## src/rtl/core/sls_pkg.sv

```systemverilog
// Package for the sorted list store: words, command and status codes, cell controls.
`default_nettype none
package sls_pkg;

  // Number of cells in the chain
  localparam int unsigned CAPACITY = 16;
  // Width of the held-entry counter, able to hold CAPACITY itself
  localparam int unsigned CNT_W = $clog2(CAPACITY + 1);
  localparam int unsigned VAL_W = 32;
  localparam int unsigned COUNT_OUT_W = 5;

  typedef enum logic [1:0] {
    CMD_INSERT = 2'd0,
    CMD_SEARCH = 2'd1,
    CMD_DELETE = 2'd2,
    CMD_POP    = 2'd3
  } cmd_t;

  typedef enum logic [1:0] {
    ST_DONE      = 2'd0,
    ST_NOT_FOUND = 2'd1,
    ST_FULL      = 2'd2,
    ST_EMPTY     = 2'd3
  } status_t;

  // Per-cycle action broadcast to every cell
  typedef enum logic [1:0] {
    CELL_HOLD   = 2'd0,
    CELL_INSERT = 2'd1,
    CELL_REMOVE = 2'd2,
    CELL_POP    = 2'd3
  } cell_op_t;

  typedef struct packed {
    cell_op_t                  op;
    logic signed [VAL_W-1:0]   value;
  } cell_ctl_t;

  typedef struct packed {
    logic [1:0]              command;
    logic signed [VAL_W-1:0] value;
  } in_word_t;

  typedef struct packed {
    logic [1:0]                status;
    logic                      found;
    logic signed [VAL_W-1:0]   popped_value;
    logic [COUNT_OUT_W-1:0]    entry_count;
  } out_word_t;

endpackage
`default_nettype wire

```

## src/rtl/core/sls_cell.sv

```systemverilog
// One cell of the sorted chain: holds an entry, compares it and shifts with its neighbors.
`default_nettype none
module sls_cell (
  input  wire logic                           clk,
  input  wire logic                           rst_n,
  input  wire sls_pkg::cell_ctl_t             ctl,
  input  wire logic                           prev_lt,
  input  wire logic signed [sls_pkg::VAL_W-1:0] left_val,
  input  wire logic                           left_vld,
  input  wire logic signed [sls_pkg::VAL_W-1:0] right_val,
  input  wire logic                           right_vld,
  output logic signed [sls_pkg::VAL_W-1:0]    val_o,
  output logic                                vld_o,
  output logic                                lt_o,
  output logic                                head_o
);

  logic signed [sls_pkg::VAL_W-1:0] val_r, val_nxt;
  logic                             vld_r, vld_nxt;
  logic                             lt;

  // Compare against the broadcast value
  assign lt     = vld_r & (val_r < ctl.value);
  // First entry not below the value, and equal to it
  assign head_o = vld_r & (val_r == ctl.value) & prev_lt;
  assign lt_o   = lt;
  assign val_o  = val_r;
  assign vld_o  = vld_r;

  // Next entry: keep, take the new value, or shift up/down one place
  always_comb begin
    val_nxt = val_r;
    vld_nxt = vld_r;
    unique case (ctl.op)
      sls_pkg::CELL_HOLD: begin
      end
      sls_pkg::CELL_INSERT: begin
        if (!lt) begin
          if (prev_lt) begin
            val_nxt = ctl.value;
            vld_nxt = 1'b1;
          end else begin
            val_nxt = left_val;
            vld_nxt = left_vld;
          end
        end
      end
      sls_pkg::CELL_REMOVE: begin
        if (!lt) begin
          val_nxt = right_val;
          vld_nxt = right_vld;
        end
      end
      sls_pkg::CELL_POP: begin
        val_nxt = right_val;
        vld_nxt = right_vld;
      end
      default: begin
      end
    endcase
  end

  // Valid flag
  always_ff @(posedge clk) begin
    if (!rst_n) begin
      vld_r <= 1'b0;
    end else begin
      vld_r <= vld_nxt;
    end
  end

  // Entry value, no reset needed
  always_ff @(posedge clk) begin
    val_r <= val_nxt;
  end

endmodule
`default_nettype wire

```

## src/rtl/core/sorted_list_store_top.sv

```systemverilog
// Top level of the sorted list store: command decode, cell chain, counter and result register.
//
//   channel | ports                          | word
//   --------+--------------------------------+------------------------------
//   input   | in_valid, in_ready, in_data    | command, value
//   result  | out_valid, out_ready, out_data | status, found, popped_value,
//           |                                | entry_count
//
// One word per cycle: every cell compares and shifts in the cycle the word is
// accepted, and the result appears in the output register on the next cycle.
// The path per cycle is the 32-bit compares in each cell plus an OR over the cells.
// Reset (rst_n low, synchronous) empties the chain; entry values are not cleared.
// While a result waits unread, a new word is taken only in the cycle it is read.
`default_nettype none
module sorted_list_store_top (
  input  wire logic               clk,
  input  wire logic               rst_n,
  input  wire logic               in_valid,
  output logic                    in_ready,
  input  wire sls_pkg::in_word_t  in_data,
  output logic                    out_valid,
  input  wire logic               out_ready,
  output sls_pkg::out_word_t      out_data
);

  localparam int unsigned N = sls_pkg::CAPACITY;

  logic signed [sls_pkg::VAL_W-1:0] cell_val [N];
  logic [N-1:0]                     cell_vld;
  logic [N-1:0]                     cell_lt;
  logic [N-1:0]                     cell_head;

  sls_pkg::cell_ctl_t ctl;
  logic [sls_pkg::CNT_W-1:0] count_r, count_nxt;
  logic                      out_valid_r, out_valid_nxt;
  sls_pkg::out_word_t        out_data_r, out_data_nxt;
  logic                      accept;
  logic                      full;
  logic                      empty;
  logic                      found_any;
  sls_pkg::cmd_t             cmd;

  assign in_ready  = !out_valid_r || out_ready;
  assign accept    = in_valid && in_ready;
  assign cmd       = sls_pkg::cmd_t'(in_data.command);
  assign full      = (count_r == sls_pkg::CNT_W'(N));
  assign empty     = (count_r == '0);
  assign found_any = |cell_head;

  // Cell chain
  for (genvar i = 0; i < N; i++) begin : g_cell
    logic                             prev_lt_w;
    logic signed [sls_pkg::VAL_W-1:0] left_val_w;
    logic                             left_vld_w;
    logic signed [sls_pkg::VAL_W-1:0] right_val_w;
    logic                             right_vld_w;

    if (i == 0) begin : g_first
      assign prev_lt_w  = 1'b1;
      assign left_val_w = '0;
      assign left_vld_w = 1'b0;
    end else begin : g_mid
      assign prev_lt_w  = cell_lt[i-1];
      assign left_val_w = cell_val[i-1];
      assign left_vld_w = cell_vld[i-1];
    end

    if (i == N - 1) begin : g_last
      assign right_val_w = '0;
      assign right_vld_w = 1'b0;
    end else begin : g_inner
      assign right_val_w = cell_val[i+1];
      assign right_vld_w = cell_vld[i+1];
    end

    sls_cell u_cell (
      .clk       (clk),
      .rst_n     (rst_n),
      .ctl       (ctl),
      .prev_lt   (prev_lt_w),
      .left_val  (left_val_w),
      .left_vld  (left_vld_w),
      .right_val (right_val_w),
      .right_vld (right_vld_w),
      .val_o     (cell_val[i]),
      .vld_o     (cell_vld[i]),
      .lt_o      (cell_lt[i]),
      .head_o    (cell_head[i])
    );
  end

  // Decode: cell action, count update and result word
  always_comb begin
    ctl.op                    = sls_pkg::CELL_HOLD;
    ctl.value                 = in_data.value;
    count_nxt                 = count_r;
    out_data_nxt.status       = sls_pkg::ST_DONE;
    out_data_nxt.found        = 1'b0;
    out_data_nxt.popped_value = '0;
    unique case (cmd)
      sls_pkg::CMD_INSERT: begin
        if (full) begin
          out_data_nxt.status = sls_pkg::ST_FULL;
        end else begin
          ctl.op    = sls_pkg::CELL_INSERT;
          count_nxt = count_r + 1'b1;
        end
      end
      sls_pkg::CMD_SEARCH: begin
        out_data_nxt.found = found_any;
        if (!found_any) begin
          out_data_nxt.status = sls_pkg::ST_NOT_FOUND;
        end
      end
      sls_pkg::CMD_DELETE: begin
        out_data_nxt.found = found_any;
        if (found_any) begin
          ctl.op    = sls_pkg::CELL_REMOVE;
          count_nxt = count_r - 1'b1;
        end else begin
          out_data_nxt.status = sls_pkg::ST_NOT_FOUND;
        end
      end
      sls_pkg::CMD_POP: begin
        if (empty) begin
          out_data_nxt.status = sls_pkg::ST_EMPTY;
        end else begin
          ctl.op                    = sls_pkg::CELL_POP;
          out_data_nxt.popped_value = cell_val[0];
          count_nxt                 = count_r - 1'b1;
        end
      end
      default: begin
      end
    endcase
    out_data_nxt.entry_count = sls_pkg::COUNT_OUT_W'(count_nxt);
    if (!accept) begin
      ctl.op    = sls_pkg::CELL_HOLD;
      count_nxt = count_r;
    end
  end

  // Output valid follows accept and read
  always_comb begin
    out_valid_nxt = out_valid_r;
    if (accept) begin
      out_valid_nxt = 1'b1;
    end else if (out_ready) begin
      out_valid_nxt = 1'b0;
    end
  end

  // Control state
  always_ff @(posedge clk) begin
    if (!rst_n) begin
      count_r     <= '0;
      out_valid_r <= 1'b0;
    end else begin
      count_r     <= count_nxt;
      out_valid_r <= out_valid_nxt;
    end
  end

  // Result word
  always_ff @(posedge clk) begin
    if (accept) begin
      out_data_r <= out_data_nxt;
    end
  end

  assign out_valid = out_valid_r;
  assign out_data  = out_data_r;

  // Count never exceeds the chain length
  a_count_bound: assert property (@(posedge clk) disable iff (!rst_n)
    count_r <= sls_pkg::CNT_W'(N))
    else $error("entry count above capacity");

  // Valid cells agree with the counter
  a_count_matches: assert property (@(posedge clk) disable iff (!rst_n)
    $countones(cell_vld) == 32'(count_r))
    else $error("valid cells disagree with entry count");

  // A search leaves the store size alone
  a_search_keeps: assert property (@(posedge clk) disable iff (!rst_n)
    accept && (cmd == sls_pkg::CMD_SEARCH) |=> count_r == $past(count_r))
    else $error("search changed entry count");

  // A pop from a non-empty store removes exactly one entry
  a_pop_dec: assert property (@(posedge clk) disable iff (!rst_n)
    accept && (cmd == sls_pkg::CMD_POP) && !empty |=>
      count_r == $past(count_r) - 1'b1)
    else $error("pop did not remove one entry");

endmodule
`default_nettype wire

```

## config.mk

```make
export PLATFORM = sky130hd
export DESIGN_NAME = sorted_list_store_top
export DESIGN_NICKNAME = d
export VERILOG_FILES = /design/src/rtl/core/sls_pkg.sv /design/src/rtl/core/sls_cell.sv /design/src/rtl/core/sorted_list_store_top.sv
export SDC_FILE = /design/constraint.sdc
export NUM_CORES = 2
export LEC_CHECK = 0
export ABC_AREA = 1
export BUFFER_PORTS_ARGS = -buffer_cell sky130_fd_sc_hd__buf_2
export CORE_AREA = 8 8 308 310
export CTS_BUF_LIST = sky130_fd_sc_hd__clkbuf_8
export DETAILED_ROUTE_END_ITERATION = 16
export DIE_AREA = 0 0 316 318
export HOLD_SLACK_MARGIN = 0.08
export PLACE_DENSITY_LB_ADDON = 0.12
export SYNTH_ARGS = -nofsm -noshare
export SYNTH_HDL_FRONTEND = slang
export SYNTH_HIERARCHICAL = 1
export SYNTH_SLANG_ARGS = --single-unit
```

## constraint.sdc

```tcl
create_clock -name clk -period 6.75 [get_ports clk]
set_input_delay 1.35 -clock clk [delete_from_list [all_inputs] [get_ports clk]]
set_output_delay 1.35 -clock clk [all_outputs]
set_load 0.02 [all_outputs]
```

==> results.toml <==
[outcome]
status = "finished clean"

[synthesis]
yosys_warnings = 6
syn_area_mm2 = 0.04452
netlist_instances = 6069
avgSynthCellArea_um2 = 7.336

[setup_path]
end_kind = "flop"
startpoint = "in_data[1]"
worstPathRequired_ns = 7.16
critical_path.most_common_cell = "nand2_1"
path_class = "in2reg"
crit_path_start_kind = "primary input"
crit_arrival_ns = 6.32
worst-path-max-fanout = 95
critical_path.max_stage_delay_ns = 0.52
r2r_start = "g_cell[4].u_cell/val_o[31]"
worst_path_max_delay_cell = "buf_2"

[detailed_routing]
drcViolationCount = 0
post_drt_wl_per_cell_um = 19.49
drt_iter0_drc = 4588
num_vias = 41420
vias_per_cell = 5.527
ant_nets = 0
first_pass_iters = 7
wirelength_um = 146000

[timing]
hold_viol_final = 0
rsz0062_at_grt = "no"
hold_ws_ns = 0.5038
period_needed_ns = 5.907
setup_viol = 0
fmax_ghz = 0.1693
finClkSkew_ns = 0.02329
tns_ns = 0
setup_slack_ns = 0.8430
max_slew_margin_pct = 47.22
worst_slew_pin_slew_ns = 0.7917
maxSlewViolCount = 0
min_period_over_period_pct = 87.51

[grt]
grt_pass1_wl_um = 221900
first_global_vias = 37630
grt-ovfl-total = 0
antenna_found_initial = 2
grt_usage_pct = 27.95
grt_max_degree = 96

[floorplanning]
io-pin-count = 80
coreArea_mm2 = 0.08960
dieHeight_um = 318
dieArea_mm2 = 0.1005
die_w_um = 316
start_util_pct = 49.69
row_count = 110

[clocking]
tritoncts = "done"
hold_buffers = 0
cts_sinks = 574
clkLatencyLatePin_ns = 0.75
cts-resized-gates = 0
cts_root_buf = "clkbuf_8"
post_cts_buffers = 0
clk_pin_slew_ns = 0.06
htreeDepth = 3
cts_made_buffers = 106
cts_max_path_buffers = 3

[worst_hold_path]
hold_class = "reg2reg"
min_from = "out_valid"

[final_layout]
seq_area_mm2 = 0.01702
drive_gt1_share_pct = 7.570
syn_to_final_growth_pct = 10.36
fin_nets = 6783
multi_input_area_mm2 = 0.02292
fillers = 8721

[power]
power.total_mw = 10.31
p_per_area_mw_per_mm2 = 209.9
ir_drop_mv = 0.1445
power_leakage_nw = 25.05

[place]
portBuffers = 79
gp_congestion = 0.8827
place_ws_ns = 0.2325
hpwl_um = 105300

[run]
max_cap_violations = 0
==> state kept, by name, indices dropped and copies added, names as in the netlist <==
name	cells
g_cell.u_cell/val_o	512
out_data	40
g_cell.u_cell/vld_o	16
count_r	5
out_valid	1
==> layout make-up <==
| type | instances | area share, % |
|---|---|---|
| multi-input combinational | 4268 | 46.64 |
| antenna | 4 | 0.02037 |
| sequential | 574 | 34.63 |
| clock inverter | 85 | 0.8429 |
| inverter | 1065 | 8.136 |
| timing repair buffer | 212 | 3.652 |
| tap | 1176 | 2.995 |
| clock buffer | 110 | 3.081 |
==> power breakdown <==
part,switching (mW),total (mW),internal (mW)
clock,1.61,3.19,1.58
combinational,1.59,2.44,0.854
sequential,0.327,4.68,4.36
==> worst max-delay path: cells and delay by family <==
family | cells | cell delay [ns]
simple gates | 21 | 2.00
buf+inv | 9 | 2.20
fa+ha+maj | 1 | 0.28
compound gates | 1 | 0.33
==> routing by layer <==
layer  vias to the layer above  global-route usage (%)  routed length [um]
met1                     19250                   42.68               66970
met5                         -                       0                   0
li1                      19930                       -                   -
met2                      2029                   39.73               59060
met3                       215                   4.917               15900
met4                         0                   8.398                4089
==> stage by stage <==
stage | cell area [um^2] | utilization (%) | cells
4_1_cts | 49120 | 54.83 | 7490
3_5_place_dp | 47200 | 52.68 | 7295
5_1_grt | 49130 | 54.83 | 7492
3_3_place_gp | 47200 | 52.68 | 7295
2_1_floorplan | 44770 | - | 6134
6_report | 49130 | 54.84 | 7494
==> placed cells by master, fill, tap and decap left out, types with 17 or more instances in the layout <==
cell type  instances
a21oi_1         1192
buf_12            32
buf_2             79
buf_4            101
clkbuf_8         110
clkinv_1          68
conb_1            67
dfxtp_1           22
edfxtp_1         552
ha_1             518
inv_1           1028
inv_2             33
nand2_1         1512
nand2_2           32
nand3_1           37
nand4_1           50
nor2_1           671
nor2_2            34
nor2_4            17
o21ai_0           19
==> worst paths after layout <==
kind | to | slack, ns | depth (start not counted)
worst max-delay path | g_cell[6].u_cell/val_o[18] | 0.84 | 32
worst min-delay path | out_valid | 0.50 | 2
worst max register to register | g_cell[6].u_cell/val_o[18] | 1.59 | 26
worst min register to register | out_valid | 0.50 | 2
(Power assumes the default switching activity.)
